===== src/hdl/lbmd_pkg.sv =====
// Shared types, register indexes, reset values and the Morse step table for the LED driver.
package lbmd_pkg;

	localparam int unsigned PATTERN_STEPS_DEF = 12;
	localparam int unsigned TIME_BITS_DEF     = 32;

	localparam int unsigned CFG_DATA_W  = 16;
	localparam int unsigned CFG_INDEX_W = 2;
	localparam int unsigned UNIT_W      = 12;
	localparam int unsigned HALF_W      = 16;
	localparam int unsigned STEP_UNITS_W = 2;
	localparam int unsigned DUR_W       = UNIT_W + STEP_UNITS_W;

	// register indexes on the config port
	localparam logic [CFG_INDEX_W-1:0] REG_FAST_HALF   = 2'd0;
	localparam logic [CFG_INDEX_W-1:0] REG_SLOW_HALF   = 2'd1;
	localparam logic [CFG_INDEX_W-1:0] REG_MORSE_UNIT  = 2'd2;
	localparam logic [CFG_INDEX_W-1:0] REG_ACTIVE_HIGH = 2'd3;

	// requested LED modes
	localparam logic [1:0] MODE_OFF   = 2'd0;
	localparam logic [1:0] MODE_SOLID = 2'd1;
	localparam logic [1:0] MODE_FAST  = 2'd2;
	localparam logic [1:0] MODE_SLOW  = 2'd3;

	localparam logic [HALF_W-1:0] FAST_HALF_RST   = 16'd180;
	localparam logic [HALF_W-1:0] SLOW_HALF_RST   = 16'd520;
	localparam logic [UNIT_W-1:0] MORSE_UNIT_RST  = 12'd70;
	localparam logic              ACTIVE_HIGH_RST = 1'b1;

	typedef struct packed {
		logic [31:0] now_ms;
		logic [1:0]  mode;
		logic        start_morse;
	} tick_t;

	typedef struct packed {
		logic pin_level;
		logic led_lit;
		logic morse_busy;
	} led_out_t;

	// length of each pattern step in units; steps past the word last one unit
	function automatic logic [STEP_UNITS_W-1:0] step_units(input logic [3:0] step);
		logic [STEP_UNITS_W-1:0] u;
		unique case (step)
			4'd0:    u = 2'd3;
			4'd1:    u = 2'd1;
			4'd2:    u = 2'd3;
			4'd3:    u = 2'd1;
			4'd4:    u = 2'd1;
			4'd5:    u = 2'd3;
			4'd6:    u = 2'd3;
			4'd7:    u = 2'd1;
			4'd8:    u = 2'd3;
			4'd9:    u = 2'd1;
			4'd10:   u = 2'd3;
			4'd11:   u = 2'd3;
			default: u = 2'd1;
		endcase
		return u;
	endfunction

endpackage


===== src/hdl/led_blink_morse_driver.sv =====
// LED blink controller with Morse pattern playback: top level.
// A tick accepted into the input register has its result written to the result
// register on out_data, and held there while out_ready is low.
// Throughput: one tick per cycle unless a held result stalls it; the state update
// is one pass of compare and small multiply logic between the input register and
// the result register. Reset: arst_n clears the pipeline, the playback and blink
// state (LED dark, mode off) and loads the default half-periods, unit and polarity.
module led_blink_morse_driver #(
	parameter int unsigned PATTERN_STEPS = lbmd_pkg::PATTERN_STEPS_DEF,
	parameter int unsigned TIME_BITS     = lbmd_pkg::TIME_BITS_DEF
) (
	input  logic                               clk,
	input  logic                               arst_n,
	input  logic                               in_valid,
	output logic                               in_ready,
	input  lbmd_pkg::tick_t                    in_data,
	output logic                               out_valid,
	input  logic                               out_ready,
	output lbmd_pkg::led_out_t                 out_data,
	input  logic                               cfg_we,
	input  logic [lbmd_pkg::CFG_INDEX_W-1:0]   cfg_index,
	input  logic [lbmd_pkg::CFG_DATA_W-1:0]    cfg_data
);

	localparam int unsigned IDX_W = $clog2(PATTERN_STEPS + 1);

	// configuration
	logic [lbmd_pkg::HALF_W-1:0] fast_half_q;
	logic [lbmd_pkg::HALF_W-1:0] slow_half_q;
	logic [lbmd_pkg::UNIT_W-1:0] morse_unit_q;
	logic                        active_high_q;

	always_ff @(posedge clk or negedge arst_n) begin
		if (!arst_n) begin
			fast_half_q   <= lbmd_pkg::FAST_HALF_RST;
			slow_half_q   <= lbmd_pkg::SLOW_HALF_RST;
			morse_unit_q  <= lbmd_pkg::MORSE_UNIT_RST;
			active_high_q <= lbmd_pkg::ACTIVE_HIGH_RST;
		end else if (cfg_we) begin
			unique case (cfg_index)
				lbmd_pkg::REG_FAST_HALF:   fast_half_q   <= cfg_data;
				lbmd_pkg::REG_SLOW_HALF:   slow_half_q   <= cfg_data;
				lbmd_pkg::REG_MORSE_UNIT:  morse_unit_q  <= cfg_data[lbmd_pkg::UNIT_W-1:0];
				lbmd_pkg::REG_ACTIVE_HIGH: active_high_q <= cfg_data[0];
				default: ;
			endcase
		end
	end

	// pipeline control
	logic            valid_s1;
	lbmd_pkg::tick_t tick_s1;
	logic            out_valid_q;
	logic            advance;

	assign advance   = !out_valid_q || out_ready;
	assign in_ready  = !valid_s1 || advance;
	assign out_valid = out_valid_q;

	always_ff @(posedge clk or negedge arst_n) begin
		if (!arst_n) begin
			valid_s1 <= 1'b0;
		end else if (in_ready) begin
			valid_s1 <= in_valid;
		end
	end

	always_ff @(posedge clk) begin
		if (in_valid && in_ready) begin
			tick_s1 <= in_data;
		end
	end

	// block state
	logic                 running_q;
	logic [IDX_W-1:0]     idx_q;
	logic [TIME_BITS-1:0] phase_start_q;
	logic [1:0]           applied_mode_q;
	logic                 blink_level_q;
	logic [TIME_BITS-1:0] last_toggle_q;
	logic                 lit_q;

	logic                 running_d;
	logic [IDX_W-1:0]     idx_d;
	logic [TIME_BITS-1:0] phase_start_d;
	logic [1:0]           applied_mode_d;
	logic                 blink_level_d;
	logic [TIME_BITS-1:0] last_toggle_d;
	logic                 lit_d;
	logic                 busy_c;

	logic [TIME_BITS-1:0]           now_t;
	logic [3:0]                     idx_ext;
	logic [lbmd_pkg::DUR_W-1:0]     dur;
	logic [lbmd_pkg::HALF_W-1:0]    half;
	logic [TIME_BITS-1:0]           morse_elapsed;
	logic [TIME_BITS-1:0]           blink_elapsed;

	assign now_t   = TIME_BITS'(tick_s1.now_ms);
	assign half    = (tick_s1.mode == lbmd_pkg::MODE_FAST) ? fast_half_q : slow_half_q;

	always_comb begin
		running_d      = running_q;
		idx_d          = idx_q;
		phase_start_d  = phase_start_q;
		applied_mode_d = applied_mode_q;
		blink_level_d  = blink_level_q;
		last_toggle_d  = last_toggle_q;
		lit_d          = lit_q;
		busy_c         = 1'b0;

		// a start request restarts playback before anything else
		if (tick_s1.start_morse) begin
			running_d     = 1'b1;
			idx_d         = '0;
			phase_start_d = now_t;
		end

		idx_ext       = 4'(idx_d);
		dur           = lbmd_pkg::DUR_W'(lbmd_pkg::step_units(idx_ext)) *
			lbmd_pkg::DUR_W'(morse_unit_q);
		morse_elapsed = now_t - phase_start_d;

		if (running_d && (32'(idx_d) >= 32'(PATTERN_STEPS))) begin
			// pattern over: mode logic takes this tick
			running_d = 1'b0;
			idx_d     = '0;
		end else if (running_d) begin
			busy_c = 1'b1;
			lit_d  = !idx_d[0];
			if (morse_elapsed >= TIME_BITS'(dur)) begin
				idx_d         = idx_d + IDX_W'(1);
				phase_start_d = now_t;
			end
		end

		if (!busy_c) begin
			if (tick_s1.mode != applied_mode_d) begin
				applied_mode_d = tick_s1.mode;
				last_toggle_d  = now_t;
				if (tick_s1.mode[1]) begin
					blink_level_d = 1'b1;
					lit_d         = 1'b1;
				end
			end
		end

		blink_elapsed = now_t - last_toggle_d;

		if (!busy_c) begin
			unique case (tick_s1.mode)
				lbmd_pkg::MODE_OFF: begin
					blink_level_d = 1'b0;
					lit_d         = 1'b0;
				end
				lbmd_pkg::MODE_SOLID: begin
					blink_level_d = 1'b1;
					lit_d         = 1'b1;
				end
				default: begin
					if (blink_elapsed > TIME_BITS'(half)) begin
						last_toggle_d = now_t;
						blink_level_d = !blink_level_d;
						lit_d         = blink_level_d;
					end
				end
			endcase
		end
	end

	logic tick_go;
	assign tick_go = valid_s1 && advance;

	always_ff @(posedge clk or negedge arst_n) begin
		if (!arst_n) begin
			running_q      <= 1'b0;
			idx_q          <= '0;
			phase_start_q  <= '0;
			applied_mode_q <= lbmd_pkg::MODE_OFF;
			blink_level_q  <= 1'b0;
			last_toggle_q  <= '0;
			lit_q          <= 1'b0;
		end else if (tick_go) begin
			running_q      <= running_d;
			idx_q          <= idx_d;
			phase_start_q  <= phase_start_d;
			applied_mode_q <= applied_mode_d;
			blink_level_q  <= blink_level_d;
			last_toggle_q  <= last_toggle_d;
			lit_q          <= lit_d;
		end
	end

	// result register
	always_ff @(posedge clk or negedge arst_n) begin
		if (!arst_n) begin
			out_valid_q <= 1'b0;
		end else if (advance) begin
			out_valid_q <= valid_s1;
		end
	end

	always_ff @(posedge clk) begin
		if (tick_go) begin
			out_data.pin_level  <= lit_d ^ !active_high_q;
			out_data.led_lit    <= lit_d;
			out_data.morse_busy <= busy_c;
		end
	end

	// checks
	a_idx_range: assert property (@(posedge clk) disable iff (!arst_n)
		32'(idx_q) <= 32'(PATTERN_STEPS))
		else $error("pattern index past end");

	a_idle_idx: assert property (@(posedge clk) disable iff (!arst_n)
		!running_q |-> idx_q == '0)
		else $error("index not cleared while playback idle");

	a_busy_keeps_run: assert property (@(posedge clk) disable iff (!arst_n)
		tick_go && busy_c |=> running_q)
		else $error("playback dropped on a busy beat");

	a_s1_held: assert property (@(posedge clk) disable iff (!arst_n)
		valid_s1 && !advance |=> valid_s1 && $stable(tick_s1))
		else $error("stalled beat lost in input stage");

endmodule


===== config.mk =====
export PLATFORM = sky130hd
export DESIGN_NAME = led_blink_morse_driver
export DESIGN_NICKNAME = d
export VERILOG_FILES = /design/src/hdl/lbmd_pkg.sv /design/src/hdl/led_blink_morse_driver.sv
export SDC_FILE = /design/constraint.sdc
export NUM_CORES = 1
export LEC_CHECK = 0
export ABC_AREA = 1
export CORE_UTILIZATION = 35
export DETAILED_ROUTE_END_ITERATION = 16
export DONT_BUFFER_PORTS = 1
export PLACE_DENSITY = 0.51
export SLEW_MARGIN = 20
export SYNTH_ARGS = -nofsm -noshare
export SYNTH_HDL_FRONTEND = slang
export SYNTH_SLANG_ARGS = --single-unit

===== constraint.sdc =====
create_clock -name clk -period 7.84 [get_ports clk]
set_clock_uncertainty 0.15 [all_clocks]
set_input_delay 0 -clock clk [delete_from_list [all_inputs] [get_ports clk]]
set_output_delay 0 -clock clk [all_outputs]
set_load 0.02 [all_outputs]

======== Word-level counts from Yosys, hierarchy flattened ========
Memories as Yosys holds them, arrays and structs flattened.
Cells that the tools add are included.
word-level totals
  register bits ........................... 158
  ROM bits ................................ 16
  input bits .............................. 58
  output and inout bits ................... 5
  word-level logic and storage cells ...... 85
  memories ................................ 1
cells by class
  add/sub/neg operators ................... 3
  multiply operators ...................... 1
  order comparisons ....................... 3
  equal/unequal tests ..................... 6
  muxes and demuxes ....................... 32
  bitwise gates (word level) .............. 2
  reductions and logical operators ........ 18
memory list
  memory            words  bits a word  read ports  clocked after Yosys merged registers in  write ports  RTL line        text
  (name not given)  16     1            1           0                                        0            lbmd_pkg.sv:46  unique case (step)
operators by type and width
  kind                   number
  $mux W32               9
  $sub A32 B32 Y32       2
  $ge A32 B14 Y1         1
  $gt A32 B16 Y1         1
  $mux W1                16
  $mux W16               1
  $mux W4                4
  $mul A2 B12 Y14        1
  $reduce_and A2 Y1      4
  $eq A2 B2 Y1 const B   3
  $logic_not A1 Y1       5
  $add A4 B1 Y4 const B  1
  $eq A2 B1 Y1 const B   2
  $ge A4 B4 Y1 const B   1
  $logic_not A2 Y1       2
  $pmux W1 S2            2
  $logic_and A1 B1 Y1    3
  $reduce_and A3 Y1      1
  $logic_or A1 B1 Y1     2
  $ne A2 B2 Y1           1
  $reduce_or A2 Y1       1
  $not A1 Y1             1
  $xor A1 B1 Y1          1

======== Longest topological paths before layout ========
Gate-level depths: netlist of the first run.
  depth after elaboration ................. 11
  depth in mapped cells ................... 42
  gate-level depth less buffers ........... 38

======== Worst setup path before layout of the first run ========
Ideal clock, no wire load.
  path kind ............................... flip-flop to flip-flop
  start ................................... register tick_s1[0] (netlist bit)
  end ..................................... register phase_start_q[1]
  library setup time ...................... 122 ps
  arrival time ............................ 5,288 ps
  data required time ...................... 7,568 ps
  slack ................................... 2,280 ps
  cell stages (with the launch flop) ...... 37
  buffers on the path ..................... 1
  clock period less this slack ............ 5,560 ps
  cells stage by stage .................... edfxtp_1 -> inv_1 -> nand2_1 -> ha_1 -> or3_1 -> nand2_1 -> clkinv_1 -> nor2_1 -> ha_1 -> inv_1 -> fa_1 -> o21ai_0 -> a21oi_1 -> o21bai_1 -> a21oi_1 -> o21bai_1 -> nand2_1 -> nand2_1 -> a21oi_1 -> or2_2 -> nand2_1 -> ha_1 -> nand2_1 -> nor2_1 -> a211oi_1 -> o211ai_1 -> nor2_1 -> nand3_1 -> nor3_1 -> nand4_1 -> nor2_4 -> nand2_4 -> nand3_2 -> buf_2 -> nand2_1 -> nand2_1 -> o21ai_1
between the ends
  word-level cells in the longest chain between the ends .. 7
  elaborated cells between the ends (all ways) .. 12
  those cells by class .................... 1 x add/sub; 1 x mul; 2 x order compare; 6 x mux; 1 x reduce/logical; 1 x memory
ends and longest elaborated chain
  element                 RTL line                       text
  from (decl)             led_blink_morse_driver.sv:52   lbmd_pkg::tick_t tick_s1;
  from (signal assigned)  led_blink_morse_driver.sv:70   tick_s1 <= in_data;
  $mux W4                 led_blink_morse_driver.sv:113  if (tick_s1.start_morse) begin
  $mem_v2 Z16 W1          -
  $mul A2 B12 Y14         led_blink_morse_driver.sv:120  dur = lbmd_pkg::DUR_W'(lbmd_pkg::step_units(idx_ext)) *
  $ge A32 B14 Y1          led_blink_morse_driver.sv:131  if (morse_elapsed >= TIME_BITS'(dur)) begin
  $mux W32                led_blink_morse_driver.sv:131
  $mux W32                led_blink_morse_driver.sv:128  end else if (running_d) begin
  $mux W32 (*)            led_blink_morse_driver.sv:124  if (running_d && (32'(idx_d) >= 32'(PATTERN_STEPS))) begin
  to (signal assigned)    led_blink_morse_driver.sv:186  phase_start_q <= phase_start_d;
  to (decl)               led_blink_morse_driver.sv:77   logic [TIME_BITS-1:0] phase_start_q;
Mark *: on every way between the ends. The rest lies on a longest branch, timed or not.
A chain may end at the register's enable or synchronous reset.

======== Worst setup path in the final report of the first run ========
  start ................................... register tick_s1[0] (netlist bit)
  end ..................................... register phase_start_q[28]
The elaborated chain is that of the path after synthesis.

==> flow_summary.json, run 1 <==
{
  "status": "complete, but fails checks",
  "violations": "hold timing",
  "area_growth_pct": 14.4,
  "critPathLaunchType": "register",
  "synth_top_area_share_pct": 20.1,
  "cp-end-kind": "register",
  "die_y_um": 200,
  "hold_path.class": "in -> reg",
  "initial_core_util_pct": 35.5,
  "avgViaCountPerCell": 4.96,
  "power_frac_seq_pct": 30.6,
  "power_mw": 3.58,
  "die_area_sq_um": 40000,
  "crit_arrival_ps": 7100,
  "worstHoldStart": "cfg_index[0]",
  "synth-edff-count": 38,
  "route.detailed.drc": 0,
  "grt_busiest_layer": "met2",
  "met1_usage_pct": 29.7,
  "portBuffers": 0,
  "r2r-end": "phase_start_q[28]",
  "clk_latency_ps": 490,
  "fin_nets": 2190,
  "syn_area_sq_um": 13700,
  "path_clk_slew_ps": 70,
  "ctsResizeCount": 0,
  "cp_max_fo": 51,
  "path_common_cell": "nand2_1",
  "ir_drop_v": 0.000187,
  "power.internal_mw": 2.02,
  "clock_sinks": 158,
  "leakage_nw": 7.83,
  "num_rows": 72,
  "switching_share_pct": 43.5,
  "reg2reg_slack_ps": 1000,
  "timing.rr.start": "tick_s1[0]",
  "maxCapViolCount": 0,
  "htreeDepth": 4,
  "hold_path_end": "slow_half_q[3]",
  "cp_data_required_time_ps": 8110,
  "gp_congestion": 0.894,
  "yosysUniqueCellTypes": 59,
  "finalHoldViolCount": 39,
  "drv_slew": 0,
  "fmax_mhz": 146,
  "route.antenna.remaining_nets": 0,
  "fin_crit_sh_pct": 87.2,
  "worstMarginPinSlew_ps": 1010,
  "p_sw_mw": 1.56,
  "core_sq_um": 38600,
  "yosys_register_bits": 158,
  "async_flop_share_pct": 75.9,
  "dpl.hpwl_mm": 32.4,
  "synthCells": 1965,
  "rsz0062_at_grt": "false",
  "whs_path_depth": 2,
  "netlist.top_cell.by_area": "dfrtp_1",
  "synth_warnings": 0,
  "avgSynthCellArea_sq_um": 6.99,
  "grt_overflow": 0,
  "synthFlopType": "dfrtp_1",
  "cts_buffer_depth": 2,
  "grtUsageMet3_pct": 3.19,
  "worstRegToRegCells": 36,
  "clkPwrFrac_pct": 24.1,
  "cts-buffers-inserted": 17,
  "pin_count": 63,
  "die_w_um": 200,
  "setup-tns-final_ps": 0,
  "synth_seq_area_share_pct": 30.3,
  "cp_slowest_cell": "nand3_2",
  "setup_viol": 0,
  "synth_area_leaders": "dfrtp_1 20%, nand2_1 16%, ha_1 8.8%",
  "syn_nets": 2121,
  "period_minus_slack_ps": 6840,
  "grt_max_degree": 121,
  "layout-drive-gt1-share_pct": 8.16,
  "cp_slowest_stage_delay_ps": 700,
  "worst_hold_slack_ps": -71.0,
  "grtUsageTotal_pct": 22.0,
  "relSlewSlack_pct": 32.7,
  "drt_iter0_drc": 600,
  "cts_tree": "done",
  "first_pass_iters": 5,
  "grt_pass1_wl_mm": 66.3,
  "crit_type": "reg -> reg",
  "use_met2_pct": 35.9,
  "antenna_found_initial": 1,
  "grt_pass1_vias": 12100,
  "routed-via-count": 12700,
  "wl_per_cell_um": 16.5,
  "antenna_cells": 0,
  "power.density_nw_per_um2": 228,
  "cts_root_buf": "clkbuf_16",
  "postRouteWirelength_mm": 42.3,
  "power.share.combinational_pct": 45.3
}
-- state kept, by name (all words and copies together) (netlist names), 3 cells and up --
| register | flops |
|---|---|
| idx_q | 4 |
| phase_start_q | 32 |
| fast_half_q | 16 |
| out_data | 3 |
| last_toggle_q | 32 |
| slow_half_q | 16 |
| tick_s1 | 3 |
| morse_unit_q | 12 |
| now_t | 32 |
-- timing repair --
item	in CTS	in global routing
hold buffers	95	1
hold endpoints to repair	202	13
setup buffers	0	0
-- power by group through the flow --
| stage | clock, mW | sequential, mW | combinational (mW) |
|---|---|---|---|
| 2_1_floorplan | 0 | 1.07 | 1.19 |
| 3_3_place_gp | 0 | 1.11 | 1.55 |
| 3_5_place_dp | 0 | 1.11 | 1.57 |
| 4_1_cts | 0.883 | 1.09 | 1.63 |
| 5_1_grt | 0.905 | 1.11 | 1.85 |
| 6_report | 0.860 | 1.09 | 1.62 |
-- cell usage in the layout, fill, tap and decap left out, types with 8 or more instances in the layout --
cell type      netlist  layout
o21ai_1             33      33
xor2_1              34      34
o21ai_2             18      18
a21oi_2             19      19
nand4_1             23      23
nor3_1              20      20
nand3_2             18      20
nand2_1            582     581
nor2_4               9       9
or2_2                8       8
clkbuf_16            0      17
nand2_4              9       9
dlygate4sd3_1        0      95
o21ai_0            142     142
nand3_1             98      96
inv_1              261     260
xnor2_1             13      13
ha_1                96      96
mux2i_1             32      32
a21oi_1            121     121
nand2_2             11      12
dfrtp_1            110     110
nor2_1             133     132
dfstp_2             10      10
edfxtp_1            38      38
-- logic make-up after synthesis --
kind of cell	share of synthesized area [%]
muxes	2.42
xor gates and xnor gates	3.00
AOI/OAI and AO/OA	15.2
buffers and inverters	9.58
DFF	30.3
adders and majority gates	9.04
and+or+nand+nor	30.5
-- cell type report --
class / count / area (sq um)
Sequential cell: 158 / 4160
Multi-Input combinational cell: 1483 / 8270
Inverter: 271 / 1020
Clock inverter: 14 / 153
Timing Repair Buffer: 103 / 1030
Clock buffer: 18 / 429
Tap cell: 518 / 648
Fill cell: 4004 / 22900
-- worst max-delay path, delay by kind of cell (launching register included) --
kind	cells	cell delay, ps
and+or+nand+nor	21	3310
adders and majority gates	4	1020
DFF	1	410
buffers and inverters	3	520
AOI/OAI and AO/OA	8	1360
-- synth_stat cells (all sizes together) (32+ instances only) --
| cell type | instances |
|---|---|
| edfxtp | 38 |
| inv | 267 |
| nor2 | 147 |
| dfrtp | 110 |
| a21oi | 140 |
| o21ai | 193 |
| clkbuf | 32 |
| nand2 | 603 |
| xor2 | 34 |
| mux2i | 32 |
| nand3 | 122 |
| ha | 96 |
-- stage by stage --
stage                     instances  util [%]  hold WS (ps)  instance area [sq um]  worst slack, ps
after CTS                      2564      40.6          26.0                  15700              981
after floorplan                1965         -          -446                  13700             2280
after global routing           2565      40.6          3.50                  15700              254
after global placement         2437      36.6          -436                  14100             1230
final                          2565      40.6         -71.0                  15700             1000
after detailed placement       2437      36.6          -437                  14100             1020
-- layer usage --
metal  vias up  routed length, um
met2       211              19500
met5         -                  0
met4         0                869
li1       6531                  -
met3        40               1570
met1      5951              20400
-- how the worst max path moves through the flow --
stage	start	to	slack, ps	depth (start not counted)
2_1_floorplan	tick_s1[0]	phase_start_q[1]	2280	36
3_3_place_gp	tick_s1[0]	phase_start_q[30]	1230	35
3_5_place_dp	tick_s1[0]	phase_start_q[14]	1020	35
4_1_cts	tick_s1[0]	phase_start_q[28]	980	36
5_1_grt	tick_s1[0]	phase_start_q[0]	250	35
6_report	tick_s1[0]	phase_start_q[28]	1000	36
Power figures use the tool's default switching activity.
==> inputs of run 2 (changes only) <==
Settings changed: CORE_UTILIZATION 35 to 60, PLACE_DENSITY 0.51 to 0.78.
Clock period 7.84 ns to 7.95 ns, I/O delays scaled along.
==> flow_summary.json, run 2 (synthesized netlist as in run 1, its figures left out) <==
{
  "nFillCells": 1898,
  "fin_crit_sh_pct": 91.5,
  "wl_met1_mm": 17.1,
  "power_frac_seq_pct": 30.6,
  "die_area_sq_um": 23500,
  "setup-tns-final_ps": 0,
  "cp-end-kind": "register",
  "layout-drive-gt1-share_pct": 8.20,
  "cp_slowest_cell": "nand3_2",
  "postRouteWirelength_mm": 39.4,
  "worstMarginPinSlew_ps": 1130,
  "finalHoldViolCount": 16,
  "hold_path.class": "in -> reg",
  "rsz0062_at_grt": "false",
  "timing.rr.start": "tick_s1[0]",
  "leakage_nw": 7.68,
  "cp_slowest_stage_delay_ps": 700,
  "cts-buffers-inserted": 17,
  "gp_congestion": 0.979,
  "worstHoldStart": "cfg_we",
  "multiInputGateArea_sq_um": 8260,
  "path_clk_slew_ps": 80,
  "area_growth_pct": 9.64,
  "clk_latency_ps": 440,
  "seq_area_sq_um": 4160,
  "fmax_mhz": 138,
  "p_sw_mw": 1.56,
  "final_cell_mix": "581 x nand2_1, 261 x inv_1, 142 x o21ai_0",
  "cp_data_required_time_ps": 8100,
  "status": "complete, but fails checks",
  "cp.buffers_inverters": 3,
  "cts_tree": "done",
  "whs_path_depth": 2,
  "relSlewSlack_pct": 24.9,
  "dr.max_layer_used": "met4",
  "setup_viol": 0,
  "maxCapViolCount": 0,
  "htreeDepth": 4,
  "drt_iter0_drc": 1233,
  "power.share.combinational_pct": 45.7,
  "hold_path_end": "fast_half_q[5]",
  "grt_overflow": 0,
  "switching_share_pct": 44.2,
  "wl_met3_mm": 2.60,
  "path_common_cell": "nand2_1",
  "worstRegToRegCells": 35,
  "reg2reg_slack_ps": 680,
  "r2r-end": "phase_start_q[18]",
  "clkPwrFrac_pct": 23.7,
  "crit_family": "simple AND/OR/NAND/NOR gates",
  "cts_buffer_depth": 2,
  "post_cts_buffers": 0,
  "dpl.hpwl_mm": 29.6,
  "critPathLaunchType": "register",
  "ctsResizeCount": 0,
  "die_w_um": 153,
  "worst_hold_slack_ps": -63.1,
  "period_minus_slack_ps": 7270,
  "cts_root_buf": "clkbuf_16",
  "route.detailed.drc": 0,
  "power.density_nw_per_um2": 234,
  "grt_max_degree": 121,
  "clock_sinks": 158,
  "routed-via-count": 13100,
  "crit_type": "reg -> reg",
  "antenna_cells": 0,
  "final_common_cell": "nand2_1",
  "cp_max_fo": 51,
  "antenna_found_initial": 0,
  "violations": "hold timing",
  "drv_slew": 0,
  "power.internal_mw": 1.97,
  "grt_pass1_vias": 12700,
  "wl_met2_mm": 18.5,
  "grtUsageTotal_pct": 34.7,
  "pin_count": 63,
  "crit_arrival_ps": 7420,
  "portBuffers": 0,
  "avgViaCountPerCell": 5.70,
  "first_pass_iters": 7,
  "ir_drop_v": 0.000172,
  "core_sq_um": 22100,
  "grt_pass1_wl_mm": 64.3,
  "wl_per_cell_um": 17.2,
  "route.antenna.remaining_nets": 0,
  "initial_core_util_pct": 62.1,
  "num_rows": 54,
  "die_y_um": 153,
  "fin_nets": 2154
}
[run 2: routing by layer]
layer  vias to the layer above  GRT usage [%]
met1                      6075           46.6
li1                       6470              -
met2                       434           57.8
met5                         -              0
met4                         0           12.2
met3                        76           4.11
[run 2: layout make-up]
type                            count  area share, %
Clock buffer                       17           2.83
Tap cell                          280           2.33
Timing Repair Buffer               67           4.46
Multi-Input combinational cell   1483           54.9
Inverter                          271           6.76
Clock inverter                     15           1.11
Sequential cell                   158           27.6
[run 2: how the worst max path moves through the flow]
stage,cells past startpoint,startpoint,end
5_1_grt,35,tick_s1[0],phase_start_q[18]
3_3_place_gp,35,tick_s1[0],phase_start_q[24]
6_report,35,tick_s1[0],phase_start_q[18]
2_1_floorplan,36,tick_s1[0],phase_start_q[1]
3_5_place_dp,35,tick_s1[0],phase_start_q[23]
4_1_cts,35,tick_s1[0],phase_start_q[23]
[run 2: repair_timing]
action / CTS / global route
endpoints found under the hold margin: 208 / 0
setup endpoints to repair: 0 / 0
hold buffers: 60 / 0
[run 2: power by group through the flow]
stage / clock (mW) / sequential (mW) / combinational [mW]
final: 0.835 / 1.08 / 1.61
after floorplan: 0 / 1.05 / 1.18
after detailed placement: 0 / 1.09 / 1.54
after CTS: 0.833 / 1.07 / 1.59
after global placement: 0 / 1.08 / 1.50
after global routing: 0.871 / 1.09 / 1.82
[run 2: through the flow]
stage / utilization, % / setup WS, ps / power, mW / instances / cell area (sq um)
2_1_floorplan: - / 2390 / 2.23 / 1965 / 13700
3_3_place_gp: 62.6 / 1310 / 2.58 / 2199 / 13800
3_5_place_dp: 62.6 / 836 / 2.63 / 2199 / 13800
4_1_cts: 68.1 / 788 / 3.50 / 2291 / 15000
5_1_grt: 68.1 / 16.9 / 3.78 / 2291 / 15000
6_report: 68.1 / 678 / 3.52 / 2291 / 15000
